`src/rtl/itp_pkg.sv`:
```
// Shared types, character codes and precedence functions for the
// infix-to-postfix converter. No dependencies.
`default_nettype none

package itp_pkg;

  localparam int unsigned STACK_DEPTH_DEF = 16;

  // Character codes
  localparam logic [7:0] CH_UPPER_A = 8'd65;
  localparam logic [7:0] CH_UPPER_Z = 8'd90;
  localparam logic [7:0] CH_LOWER_A = 8'd97;
  localparam logic [7:0] CH_LOWER_Z = 8'd122;
  localparam logic [7:0] CH_LPAREN  = 8'h28;
  localparam logic [7:0] CH_RPAREN  = 8'h29;
  localparam logic [7:0] CH_PLUS    = 8'h2B;
  localparam logic [7:0] CH_MINUS   = 8'h2D;
  localparam logic [7:0] CH_STAR    = 8'h2A;
  localparam logic [7:0] CH_PERCENT = 8'h25;
  localparam logic [7:0] CH_SLASH   = 8'h2F;

  localparam logic [7:0] PREC_PAREN_IN = 8'd100;

  // Error codes carried on the end marker
  localparam logic [1:0] ERR_OK        = 2'd0;
  localparam logic [1:0] ERR_OVERFLOW  = 2'd1;
  localparam logic [1:0] ERR_UNMATCHED = 2'd2;

  // Input item kinds
  localparam logic KIND_CHAR = 1'b0;
  localparam logic KIND_END  = 1'b1;

  typedef struct packed {
    logic       kind;
    logic [7:0] symbol;
  } in_word_t;

  typedef struct packed {
    logic [7:0] out_symbol;
    logic       is_end;
    logic [1:0] error_code;
  } out_word_t;

  // Shift command handed to every stack cell
  typedef struct packed {
    logic push;
    logic pop;
  } stk_ctrl_t;

  typedef enum logic [2:0] {
    S_IDLE,
    S_EMIT,
    S_OP,
    S_CLOSE,
    S_FLUSH
  } state_e;

  function automatic logic is_letter(input logic [7:0] c);
    return ((c >= CH_UPPER_A) && (c <= CH_UPPER_Z)) ||
           ((c >= CH_LOWER_A) && (c <= CH_LOWER_Z));
  endfunction

  function automatic logic is_op(input logic [7:0] c);
    return (c == CH_PLUS) || (c == CH_MINUS) || (c == CH_STAR) ||
           (c == CH_SLASH) || (c == CH_PERCENT) || (c == CH_LPAREN);
  endfunction

  function automatic logic [7:0] prec_incoming(input logic [7:0] c);
    logic [7:0] p;
    if ((c == CH_PLUS) || (c == CH_MINUS)) begin
      p = 8'd1;
    end else if ((c == CH_STAR) || (c == CH_SLASH) || (c == CH_PERCENT)) begin
      p = 8'd3;
    end else begin
      p = PREC_PAREN_IN;
    end
    return p;
  endfunction

  function automatic logic [7:0] prec_stacked(input logic [7:0] c);
    logic [7:0] p;
    if ((c == CH_PLUS) || (c == CH_MINUS)) begin
      p = 8'd2;
    end else if ((c == CH_STAR) || (c == CH_SLASH) || (c == CH_PERCENT)) begin
      p = 8'd4;
    end else begin
      p = 8'd0;
    end
    return p;
  endfunction

endpackage

`default_nettype wire

```
`src/rtl/itp_stack_cell.sv`:
```
// One entry of the shifting operator stack.
// Depends on itp_pkg for the shift command struct.
`default_nettype none

module itp_stack_cell
  import itp_pkg::*;
(
  input  wire logic       clk_i,
  input  wire stk_ctrl_t  ctrl_i,
  input  wire logic [7:0] above_i,  // neighbor nearer the top (or new symbol)
  input  wire logic [7:0] below_i,  // neighbor deeper in the stack
  output logic [7:0]      sym_o
);

  logic [7:0] sym_q;
  logic [7:0] sym_d;

  // Push: take from above. Pop: take from below. Otherwise hold.
  always_comb begin
    sym_d = sym_q;
    if (ctrl_i.push) begin
      sym_d = above_i;
    end else if (ctrl_i.pop) begin
      sym_d = below_i;
    end
  end

  always_ff @(posedge clk_i) begin
    sym_q <= sym_d;
  end

  assign sym_o = sym_q;

endmodule

`default_nettype wire

```
`src/rtl/infix_to_postfix_converter_core.sv`:
```
// Top level of the infix-to-postfix converter: control sequencer, output
// register and a chain of itp_stack_cell entries. Depends on itp_pkg.
`default_nettype none

// Shunting-yard converter. Send one character per input word; letters come
// out at once, operators wait on an operator stack built as a chain of cells
// whose top is always cell 0, so every push or pop shifts the whole chain by
// one place. Every output word leaves through a single output register, so
// the sequencer emits at most one word per cycle: a letter is emitted as is,
// an ignored character or an unmatched ')' is dropped without leaving idle,
// an operator first pops and emits each stacked operator of higher rank and
// is then pushed, a ')' pops and emits operators down to the '(' and then
// drops the '(', and an end word pops and emits every stacked entry and then
// the end marker. A push onto a full stack is dropped (error 1); a ')'
// with no '(' stacked is ignored (error 2). The first error of an expression
// rides on the end marker, after which the stack is empty and the error is
// cleared. No clearing pass is needed after reset.
module infix_to_postfix_converter_core
  import itp_pkg::*;
#(
  parameter int unsigned STACK_DEPTH = STACK_DEPTH_DEF
) (
  input  wire logic      clk_i,
  input  wire logic      rst_ni,
  input  wire logic      in_valid_i,
  output logic           in_stall_o,
  input  wire in_word_t  in_word_i,
  output logic           out_valid_o,
  input  wire logic      out_stall_i,
  output out_word_t      out_word_o
);

  localparam int unsigned CntW = $clog2(STACK_DEPTH + 1);
  localparam logic [CntW-1:0] CntMax = CntW'(STACK_DEPTH);
  localparam logic [CntW-1:0] CntOne = CntW'(1);

  // Control state
  state_e          state_q, state_d;
  logic [CntW-1:0] cnt_q, cnt_d;        // entries on the stack
  logic [CntW-1:0] open_cnt_q, open_cnt_d;  // '(' entries on the stack
  logic [1:0]      sticky_q, sticky_d;
  logic [7:0]      cur_q, cur_d;        // symbol under work

  // Output register
  logic      out_valid_q;
  out_word_t out_word_q;
  logic      emit;
  out_word_t emit_word;
  logic      out_free;

  // Stack chain
  stk_ctrl_t  ctrl;
  logic [7:0] cell_sym [STACK_DEPTH];
  logic [7:0] top_sym;
  logic       in_accept;

  assign in_stall_o = (state_q != S_IDLE);
  assign in_accept  = in_valid_i && !in_stall_o;
  assign out_free   = !out_valid_q || !out_stall_i;
  assign top_sym    = cell_sym[0];

  always_comb begin
    state_d    = state_q;
    cnt_d      = cnt_q;
    open_cnt_d = open_cnt_q;
    sticky_d   = sticky_q;
    cur_d      = cur_q;
    ctrl       = '0;
    emit       = 1'b0;
    emit_word  = '{out_symbol: cur_q, is_end: 1'b0, error_code: ERR_OK};

    case (state_q)
      S_IDLE: begin
        if (in_accept) begin
          cur_d = in_word_i.symbol;
          if (in_word_i.kind == KIND_END) begin
            state_d = S_FLUSH;
          end else if (is_letter(in_word_i.symbol)) begin
            state_d = S_EMIT;
          end else if (is_op(in_word_i.symbol)) begin
            state_d = S_OP;
          end else if (in_word_i.symbol == CH_RPAREN) begin
            // Unmatched close: flag and drop the word
            if (open_cnt_q == '0) begin
              if (sticky_q == ERR_OK) begin
                sticky_d = ERR_UNMATCHED;
              end
            end else begin
              state_d = S_CLOSE;
            end
          end
        end
      end

      S_EMIT: begin
        if (out_free) begin
          emit    = 1'b1;
          state_d = S_IDLE;
        end
      end

      S_OP: begin
        if ((cnt_q != '0) && (prec_incoming(cur_q) < prec_stacked(top_sym))) begin
          // Pop a stacked operator of higher rank
          if (out_free) begin
            emit                 = 1'b1;
            emit_word.out_symbol = top_sym;
            ctrl.pop             = 1'b1;
            cnt_d                = cnt_q - CntOne;
            if (top_sym == CH_LPAREN) begin
              open_cnt_d = open_cnt_q - CntOne;
            end
          end
        end else begin
          if (cnt_q < CntMax) begin
            ctrl.push = 1'b1;
            cnt_d     = cnt_q + CntOne;
            if (cur_q == CH_LPAREN) begin
              open_cnt_d = open_cnt_q + CntOne;
            end
          end else if (sticky_q == ERR_OK) begin
            sticky_d = ERR_OVERFLOW;
          end
          state_d = S_IDLE;
        end
      end

      S_CLOSE: begin
        if (top_sym == CH_LPAREN) begin
          // Drop the matching open parenthesis
          ctrl.pop   = 1'b1;
          cnt_d      = cnt_q - CntOne;
          open_cnt_d = open_cnt_q - CntOne;
          state_d    = S_IDLE;
        end else if (out_free) begin
          emit                 = 1'b1;
          emit_word.out_symbol = top_sym;
          ctrl.pop             = 1'b1;
          cnt_d                = cnt_q - CntOne;
        end
      end

      S_FLUSH: begin
        if (out_free) begin
          emit = 1'b1;
          if (cnt_q != '0) begin
            emit_word.out_symbol = top_sym;
            ctrl.pop             = 1'b1;
            cnt_d                = cnt_q - CntOne;
            if (top_sym == CH_LPAREN) begin
              open_cnt_d = open_cnt_q - CntOne;
            end
          end else begin
            emit_word  = '{out_symbol: 8'd0, is_end: 1'b1, error_code: sticky_q};
            sticky_d   = ERR_OK;
            open_cnt_d = '0;
            state_d    = S_IDLE;
          end
        end
      end

      default: begin
        state_d = S_IDLE;
      end
    endcase
  end

  always_ff @(posedge clk_i or negedge rst_ni) begin
    if (!rst_ni) begin
      state_q     <= S_IDLE;
      cnt_q       <= '0;
      open_cnt_q  <= '0;
      sticky_q    <= ERR_OK;
      out_valid_q <= 1'b0;
    end else begin
      state_q    <= state_d;
      cnt_q      <= cnt_d;
      open_cnt_q <= open_cnt_d;
      sticky_q   <= sticky_d;
      if (emit) begin
        out_valid_q <= 1'b1;
      end else if (!out_stall_i) begin
        out_valid_q <= 1'b0;
      end
    end
  end

  // Payload registers: no reset
  always_ff @(posedge clk_i) begin
    cur_q <= cur_d;
    if (emit) begin
      out_word_q <= emit_word;
    end
  end

  assign out_valid_o = out_valid_q;
  assign out_word_o  = out_word_q;

  // Chain of stack cells; cell 0 is the top
  for (genvar i = 0; i < STACK_DEPTH; i++) begin : g_cell
    logic [7:0] above;
    logic [7:0] below;
    if (i == 0) begin : g_top
      assign above = cur_q;
    end else begin : g_mid
      assign above = cell_sym[i-1];
    end
    if (i == STACK_DEPTH - 1) begin : g_bot
      assign below = cell_sym[i];
    end else begin : g_inner
      assign below = cell_sym[i+1];
    end
    itp_stack_cell u_cell (
      .clk_i   (clk_i),
      .ctrl_i  (ctrl),
      .above_i (above),
      .below_i (below),
      .sym_o   (cell_sym[i])
    );
  end

`ifndef SYNTHESIS
  a_cnt_bound: assert property (@(posedge clk_i) disable iff (!rst_ni)
    cnt_q <= CntMax)
    else $error("stack count above depth");

  a_open_le_cnt: assert property (@(posedge clk_i) disable iff (!rst_ni)
    open_cnt_q <= cnt_q)
    else $error("open parenthesis count above stack count");

  a_close_has_open: assert property (@(posedge clk_i) disable iff (!rst_ni)
    (state_q == S_CLOSE) |-> (open_cnt_q != '0))
    else $error("close handling without a stacked open parenthesis");

  a_pop_nonempty: assert property (@(posedge clk_i) disable iff (!rst_ni)
    ctrl.pop |-> (cnt_q != '0))
    else $error("pop from an empty stack");
`endif

endmodule

`default_nettype wire

```
`config.mk`:
```
export PLATFORM = sky130hd
export DESIGN_NAME = infix_to_postfix_converter_core
export DESIGN_NICKNAME = d
export VERILOG_FILES = /design/src/rtl/itp_pkg.sv /design/src/rtl/itp_stack_cell.sv /design/src/rtl/infix_to_postfix_converter_core.sv
export SDC_FILE = /design/constraint.sdc
export NUM_CORES = 1
export LEC_CHECK = 0
export BUFFER_PORTS_ARGS = -buffer_cell sky130_fd_sc_hd__buf_2
export CAP_MARGIN = 20
export CORE_AREA = 2 2 133 135
export DETAILED_ROUTE_END_ITERATION = 10
export DIE_AREA = 0 0 135 137
export HOLD_SLACK_MARGIN = 0.02
export PLACE_DENSITY = 0.63
export SLEW_MARGIN = 10
export SYNTH_ARGS = -nofsm -noshare
export SYNTH_HDL_FRONTEND = slang
export SYNTH_SLANG_ARGS = --single-unit
```
`constraint.sdc`:
```
create_clock -name clk_i -period 13.74 [get_ports clk_i]
set_input_delay 0.687 -clock clk_i [delete_from_list [all_inputs] [get_ports clk_i]]
set_output_delay 0.687 -clock clk_i [all_outputs]
set_load 0.05 [all_outputs]
```
**Word-level counts from Yosys, hierarchy flattened**

Cells that the tools add are included.

- Output and inout bits: 13
- Logic and storage cells: 213
- Register bits after elaboration: 163
- Input bits: 13

- Bitwise logic cells: 2
- Equality and inequality tests: 44
- Magnitude comparators: 6
- Add/sub/neg operators: 4
- Reduce and logical (&&, ||, !) cells: 36
- Multiplexer cells: 96

Operator list:

| kind | number |
|---|---|
| 8-bit two-way mux | 36 |
| 8-bit by 6-bit equality test with 1-bit output (second input constant) | 19 |
| 5-bit two-way mux | 13 |
| 3-bit two-way mux | 14 |
| 2-bit != test (second input constant) | 15 |
| 5-bit one-hot mux with 3 select lines | 2 |
| 2-bit two-way mux | 12 |
| 8-bit one-hot mux with 3 select lines | 1 |
| 8-bit by 7-bit greater-or-equal comparator with 1-bit output (second input constant) | 2 |
| 8-bit by 7-bit <= comparator with 1-bit output (second input constant) | 2 |
| 3-bit one-hot mux with 5 select lines | 1 |
| 7-bit two-way mux | 2 |
| 1-bit logical OR | 13 |
| 13-bit AND reduction | 1 |
| 1-bit two-way mux | 11 |
| 11-bit two-way mux | 1 |
| 5-bit by 1-bit adder with 5-bit output (second input constant) | 2 |
| 5-bit != test (second input constant) | 2 |
| 5-bit by 1-bit subtractor with 5-bit output (second input constant) | 2 |
| 3-bit != test (second input constant) | 3 |
| 3-bit nonzero test | 3 |
| 8-bit less-than comparator | 1 |
| 8-bit AND reduction | 1 |
| 3-bit by 2-bit equality test with 1-bit output (second input constant) | 2 |
| other kinds (19) | 27 |

**Depth between registers and ports, before layout**

- Depth after elaboration: 12
- Gate-level depth with buffers: 12
- Depth with buffers taken out: 10

**Modules after synthesis**

A second synthesis with hierarchy kept.

- Cells, all modules: 530
- Area total of the unflattened synthesis: 8424.3 µm²

By module, submodules not included:

| module | sequential area each (µm²) | times used | area an instance (µm²) | cells an instance |
|---|---|---|---|---|
| itp_stack_cell | 240.2 | 16 | 377.9 | 18 |
| infix_to_postfix_converter_core | 970.9 | 1 | 2378.5 | 242 |

**Worst setup path after synthesis**

OpenSTA, ideal clock, no wires.

- Path type: register -> register
- Start: register cur_q[4]
- End: register cnt_q[3]
- Stages on the path, launching flop included: 11
- Data arrival time: 5425 ps
- Slack: 8140 ps
- Library setup time: 174 ps
- Data required time: 13566 ps
- Buffers on the path: 2
- Period minus slack after synthesis: 5600 ps
- Path through: edfxtp_1 > or4b_4 > nor3_4 > inv_2 > ha_1 > o21a_1 > buf_2 > o211ai_2 > buf_4 > o2111ai_2 > o221ai_1

- Longest elaborated chain between the ends: 10
- Elaborated cells between the ends (all ways): 17
- Those cells by class: order compare: 1; eq/ne: 6; mux: 5; reduce/logical: 5

RTL lines:

| item | RTL line | source |
|---|---|---|
| from (decl) | infix_to_postfix_converter_core.sv:42 | `logic [7:0] cur_q, cur_d;` |
| from (signal assigned) | infix_to_postfix_converter_core.sv:190 | `cur_q <= cur_d;` |
| 8-bit by 6-bit equality test with 1-bit output | itp_pkg.sv:72 | `end else if ((c == CH_STAR) \|\| (c == CH_SLASH) \|\| (c == CH_PERCENT)) begin` |
| 1-bit logical OR (2 in series) | itp_pkg.sv:72 |  |
| 7-bit two-way mux | itp_pkg.sv:72 |  |
| 7-bit two-way mux * | itp_pkg.sv:70 | `if ((c == CH_PLUS) \|\| (c == CH_MINUS)) begin` |
| 8-bit two-way mux * | infix_to_postfix_converter_core.sv:72 | `case (state_q)` |
| 8-bit less-than comparator * | infix_to_postfix_converter_core.sv:103 | `if ((cnt_q != '0) && (prec_incoming(cur_q) < prec_stacked(top_sym))) begin` |
| 1-bit logical AND * | infix_to_postfix_converter_core.sv:103 |  |
| 3-bit != test (no source line) / 5-bit two-way mux (equally long branches) | n/a |  |
| 4-bit AND reduction (no source line) / 5-bit one-hot mux with 3 select lines (equally long branches) | n/a |  |
| to (signal assigned) | infix_to_postfix_converter_core.sv:177 | `cnt_q <= cnt_d;` |
| to (decl) | infix_to_postfix_converter_core.sv:39 | `logic [CntW-1:0] cnt_q, cnt_d;` |

Mark *: on every way between the ends. The rest lies on a longest branch, timed or not. The select of a mux whose other input is x is not followed.
A chain may end at the register's enable or synchronous reset.

**Final worst setup path**

- Start: register cur_q[4]
- End: register g_cell[14].u_cell.sym_q[7], data pin

- Longest elaborated chain between the ends: 11
- Elaborated cells between the ends (all ways): 16
- Those cells by class: order compare: 1; eq/ne: 5; mux: 6; reduce/logical: 4

RTL lines:

| item | RTL line | source |
|---|---|---|
| 8-bit by 6-bit equality test with 1-bit output | itp_pkg.sv:72 |  |
| 1-bit logical OR (2 in series) | itp_pkg.sv:72 |  |
| 7-bit two-way mux | itp_pkg.sv:72 |  |
| 7-bit two-way mux * | itp_pkg.sv:70 |  |
| 8-bit two-way mux * | infix_to_postfix_converter_core.sv:72 |  |
| 8-bit less-than comparator * | infix_to_postfix_converter_core.sv:103 |  |
| 1-bit logical AND * | infix_to_postfix_converter_core.sv:103 |  |
| 1-bit two-way mux * | infix_to_postfix_converter_core.sv:103 |  |
| 1-bit two-way mux * | infix_to_postfix_converter_core.sv:72 |  |
| 8-bit two-way mux * | itp_stack_cell.sv:21 | `if (ctrl_i.push) begin` |
| named net g_cell[14].u_cell.sym_d[7] | itp_stack_cell.sv:16 | `logic [7:0] sym_d;` |
| to (signal assigned) | itp_stack_cell.sv:29 | `sym_q <= sym_d;` |
| to (decl) | itp_stack_cell.sv:15 | `logic [7:0] sym_q;` |

Mark *: on every way through the listed nets, which the timed path passes. The rest lies on a longest branch. The select of a mux whose other input is x is not followed.

==> flow_results.xml <==
<?xml version="1.0" encoding="UTF-8"?>
<metrics>
  <group name="status">
    <metric name="run_status" unit="">completed</metric>
  </group>
  <group name="timing">
    <metric name="worst_slew_pin_slew" unit="ns">1.03</metric>
    <metric name="fmax" unit="MHz">231</metric>
    <metric name="report.final.slew_viol_count" unit="">0</metric>
    <metric name="finalSetupTns" unit="ns">0</metric>
    <metric name="timing.final.crit_share" unit="%">31.5</metric>
    <metric name="layout_min_cycle_time" unit="ns">4.32</metric>
    <metric name="rsz0062_at_grt" unit="">no</metric>
    <metric name="report.final.setup_viol" unit="">0</metric>
    <metric name="fin_worst_skew" unit="ns">0.00832</metric>
    <metric name="timing.final.hold_violations" unit="">0</metric>
    <metric name="worst_slew_margin_rel" unit="%">31.0</metric>
  </group>
  <group name="clock_network">
    <metric name="cts.sink_count" unit="">163</metric>
    <metric name="cts_hold_buf" unit="">0</metric>
    <metric name="post_cts.repair.setup_buffers" unit="">0</metric>
    <metric name="tritoncts_clock_tree" unit="">built</metric>
    <metric name="clk_root_buffer_cell" unit="">sky130_fd_sc_hd__clkbuf_16</metric>
    <metric name="cts-resized-gates" unit="">0</metric>
    <metric name="clkLatencyLatePin" unit="ns">0.43</metric>
    <metric name="numCtsBuffers" unit="">17</metric>
    <metric name="cts-root-to-sink-buffers" unit="">2</metric>
    <metric name="cts-htree-levels" unit="">4</metric>
    <metric name="clk_pin_slew_worst_paths" unit="ns">0.07</metric>
  </group>
  <group name="run">
    <metric name="max_cap_viol_count" unit="">0</metric>
  </group>
  <group name="synth">
    <metric name="synth.top_cells.by_area" unit="">sky130_fd_sc_hd__edfxtp_1 (56%), sky130_fd_sc_hd__mux2_2 (15%), sky130_fd_sc_hd__dfrtp_1 (5.1%), sky130_fd_sc_hd__mux2_1 (2.0%), sky130_fd_sc_hd__a21oi_1 (1.5%)</metric>
    <metric name="synth_enable_flop_cells" unit="">147</metric>
    <metric name="synth_top_area_share" unit="%">55.8</metric>
    <metric name="syn_inst" unit="">554</metric>
    <metric name="synth.avg_cell_area" unit="µm²">14.3</metric>
    <metric name="synth-seq-cells" unit="">163</metric>
    <metric name="syn-num-nets" unit="">573</metric>
    <metric name="synthArstFlopShare" unit="%">9.82</metric>
    <metric name="synth.largest_area_cell" unit="">sky130_fd_sc_hd__edfxtp_1</metric>
    <metric name="syn-cell-area" unit="mm²">0.00791</metric>
    <metric name="synthFlopType" unit="">sky130_fd_sc_hd__edfxtp_1</metric>
    <metric name="seq_area_frac_synth" unit="%">60.9</metric>
    <metric name="synth.yosys.warnings" unit="">0</metric>
    <metric name="netlist-cell-type-count" unit="">70</metric>
  </group>
  <group name="power_and_ir_drop">
    <metric name="netSwitchingFraction" unit="%">35.4</metric>
    <metric name="pwr-share-comb" unit="%">29.4</metric>
    <metric name="cellInternalPower" unit="W">0.00107</metric>
    <metric name="p_leak" unit="nW">2.49</metric>
    <metric name="sequentialPowerShare" unit="%">42.4</metric>
    <metric name="p_per_area" unit="mW/mm²">189</metric>
    <metric name="power_frac_clock" unit="%">28.2</metric>
    <metric name="vdd_ir_drop_max" unit="mV">0.0988</metric>
    <metric name="power.net_switching" unit="W">0.000588</metric>
  </group>
  <group name="routing">
    <metric name="postRouteAntennaNets" unit="">0</metric>
    <metric name="detailroute.via_count" unit="">4716</metric>
    <metric name="post_drt_wl_per_cell" unit="µm">18.6</metric>
    <metric name="detail_route.wirelength" unit="µm">15100</metric>
    <metric name="drt-pass1-iter-count" unit="">5</metric>
    <metric name="drt_first_iter_violations" unit="">416</metric>
    <metric name="vias_per_cell" unit="">5.82</metric>
    <metric name="remaining_drc_errors" unit="">0</metric>
  </group>
  <group name="layout">
    <metric name="layout-drive-gt1-share" unit="%">31.6</metric>
    <metric name="final.fill_count" unit="">1469</metric>
    <metric name="finalInstanceArea" unit="mm²">0.00880</metric>
    <metric name="layout.nets" unit="">592</metric>
    <metric name="seq_area" unit="mm²">0.00481</metric>
    <metric name="multi_input_comb_area" unit="mm²">0.00288</metric>
    <metric name="antennaDiodeCount" unit="">0</metric>
    <metric name="layout_area_overhead" unit="%">11.3</metric>
  </group>
  <group name="floorplan">
    <metric name="die_width" unit="µm">135</metric>
    <metric name="row_count" unit="">48</metric>
    <metric name="design.die.area" unit="mm²">0.0185</metric>
    <metric name="placeableCoreArea" unit="mm²">0.0171</metric>
    <metric name="top_level_ports" unit="">26</metric>
    <metric name="die_y" unit="µm">137</metric>
    <metric name="floorplan.initialDensity" unit="%">46.4</metric>
  </group>
  <group name="global_routing">
    <metric name="grt_first_pass_wirelength" unit="µm">23900</metric>
    <metric name="grt_pass1_vias" unit="">4521</metric>
    <metric name="global_route.usage.total" unit="%">16.9</metric>
    <metric name="grt_antenna_before_repair" unit="">0</metric>
    <metric name="global_route.overflow_total" unit="">0</metric>
    <metric name="grt_start_max_net_pins" unit="">93</metric>
  </group>
  <group name="worst_setup_path">
    <metric name="timing.critical_path.arrival" unit="ns">4.49</metric>
    <metric name="crit_path_start_kind" unit="">flip-flop</metric>
    <metric name="critical_path.reg2reg.startpoint" unit="">cur_q[4]</metric>
    <metric name="cp_data_required_time" unit="ns">13.91</metric>
    <metric name="crit_path_cell_trace" unit="">or4b_4 &gt; nor3_4 &gt; inv_2 &gt; ha_1 &gt; nor2_1 &gt; nand2_2 &gt; o211ai_4 &gt; buf_4 &gt; buf_16 &gt; mux2_2</metric>
    <metric name="timing.rr.end" unit="">g_cell[14].u_cell.sym_o[7]</metric>
    <metric name="crit_type" unit="">flip-flop to flip-flop</metric>
    <metric name="r2r.worst_path.cells" unit="">10</metric>
    <metric name="largest_stage_delay_on_the_critical_path" unit="ns">0.84</metric>
    <metric name="path_max_fanout" unit="">67</metric>
    <metric name="worst-r2r-setup-slack" unit="ns">9.42</metric>
    <metric name="critPathSlowestCell" unit="">sky130_fd_sc_hd__o211ai_4</metric>
    <metric name="endpoint_kind" unit="">flip-flop</metric>
  </group>
  <group name="placed_design">
    <metric name="place_hpwl" unit="µm">10000</metric>
    <metric name="portBuffers" unit="">25</metric>
    <metric name="dpl-instance-area" unit="mm²">0.00819</metric>
    <metric name="place_congestion" unit="">0.892</metric>
  </group>
  <group name="worst_hold_path">
    <metric name="min_path_type" unit="">primary input to async pin</metric>
  </group>
</metrics>
[through the flow]
stage | utilization, % | hold slack (ns) | setup slack [ns] | std cells | total power (W)
floorplan | - | 0.391 | 8.14 | 554 | 0.00109
finish | 51.6 | 0.177 | 9.42 | 811 | 0.00166
detailed placement | 48.0 | 0.441 | 9.11 | 777 | 0.00119
CTS | 51.4 | 0.180 | 9.06 | 809 | 0.00167
global route | 51.6 | 0.199 | 9.15 | 811 | 0.00174
global placement | 48.0 | 0.438 | 9.25 | 777 | 0.00119
[per-layer routing]
layer  track usage, %  vias to the layer above  wire length, µm
li1                 -                     2214                -
met1             23.2                     2329             7010
met2             25.9                      146             6880
met3             3.96                       27              850
met4             7.06                        0              325
met5                0                        -                0
[synthesized netlist by cell type (4+ instances only)]
cell                       number
sky130_fd_sc_hd__a41oi_1        6
sky130_fd_sc_hd__nor2_1        18
sky130_fd_sc_hd__mux2_1        14
sky130_fd_sc_hd__and2_1         5
sky130_fd_sc_hd__o22ai_1        7
sky130_fd_sc_hd__buf_4          5
sky130_fd_sc_hd__xnor2_1        4
sky130_fd_sc_hd__clkbuf_1      15
sky130_fd_sc_hd__nand3_1       14
sky130_fd_sc_hd__nand2b_1       5
sky130_fd_sc_hd__nand2_1       30
sky130_fd_sc_hd__buf_2          6
sky130_fd_sc_hd__inv_1         14
sky130_fd_sc_hd__a21oi_1       24
sky130_fd_sc_hd__edfxtp_1     147
sky130_fd_sc_hd__buf_6          5
sky130_fd_sc_hd__nor4_1         5
sky130_fd_sc_hd__ha_1           6
sky130_fd_sc_hd__mux2_2       108
sky130_fd_sc_hd__dfrtp_1       16
sky130_fd_sc_hd__o21ai_0       22
[worst max-delay path by stage]
stage / startpoint / slack [ns] / to / cells after the start
6_report: cur_q[4] / 9.42 / g_cell[14].u_cell.sym_o[7] / 10
5_1_grt: cur_q[7] / 9.15 / g_cell[1].u_cell.sym_o[5] / 10
4_1_cts: cur_q[4] / 9.06 / g_cell[15].u_cell.sym_o[6] / 9
3_5_place_dp: cur_q[4] / 9.11 / g_cell[15].u_cell.sym_o[5] / 9
3_3_place_gp: cur_q[4] / 9.25 / g_cell[15].u_cell.sym_o[6] / 9
2_1_floorplan: cur_q[4] / 8.14 / cnt_q[3] / 10
[placed cells by master, fill, tap and decap left out, drive strengths merged, types with 5 or more instances in the layout]
cell type / synthesis / layout
ha: 6 / 6
nor2: 18 / 18
mux2: 122 / 122
a21oi: 25 / 25
o21ai: 23 / 23
nand2: 31 / 31
and2: 5 / 5
o22ai: 7 / 7
clkbuf: 15 / 19
nand3: 14 / 14
nand2b: 5 / 5
edfxtp: 147 / 147
dfrtp: 16 / 16
buf: 16 / 31
a41oi: 6 / 6
inv: 15 / 20
nor4: 5 / 5
[sequential cells by signal, indices dropped and copies added (netlist names)]
name                 count
cnt_q                    5
cur_q                    8
g_cell.u_cell.sym_o    128
open_cnt_q               5
out_valid_o              1
out_word_o              11
state_q                  3
sticky_q                 2
[power by group through the flow]
stage | clock network (W) | logic (W) | registers [W]
after floorplan | 0 | 0.000341 | 0.000752
after global placement | 0 | 0.000475 | 0.000711
after detailed placement | 0 | 0.000481 | 0.000713
after CTS | 0.000481 | 0.000483 | 0.000703
after global routing | 0.000498 | 0.000527 | 0.000713
final | 0.000468 | 0.000488 | 0.000704
[area by class of cell]
type | count | share of cell area [%]
flip-flops and latches | 163 | 54.7
inverters | 15 | 0.640
well taps | 225 | 3.20
clock buffers | 19 | 4.92
multi-input cells | 345 | 32.7
repair buffers | 31 | 2.16
clock inverters | 13 | 1.71
[critical path: cells and delay by family, from the launching register on]
family | cells | cell delay [ns]
AOI/OAI and AO/OA | 1 | 0.84
buffers and inverters | 3 | 0.89
muxes | 1 | 0.39
and+or+nand+nor | 4 | 1.24
adders and majority gates | 1 | 0.24
DFF | 1 | 0.42
[cell families (layout without fill, tap and decap cells)]
logic type	after synthesis	in the layout	share of synthesized area, %
AO/OA/AOI/OAI	101	101	8.94
multiplexers	125	125	17.8
XOR/XNOR	5	5	0.554
adder cells (fa/ha/maj)	6	6	0.949
AND/OR/NAND/NOR	108	108	7.94
flip-flops	163	163	60.9
buffers and inverters	46	78	2.99
Power figures use the tool's default switching activity.
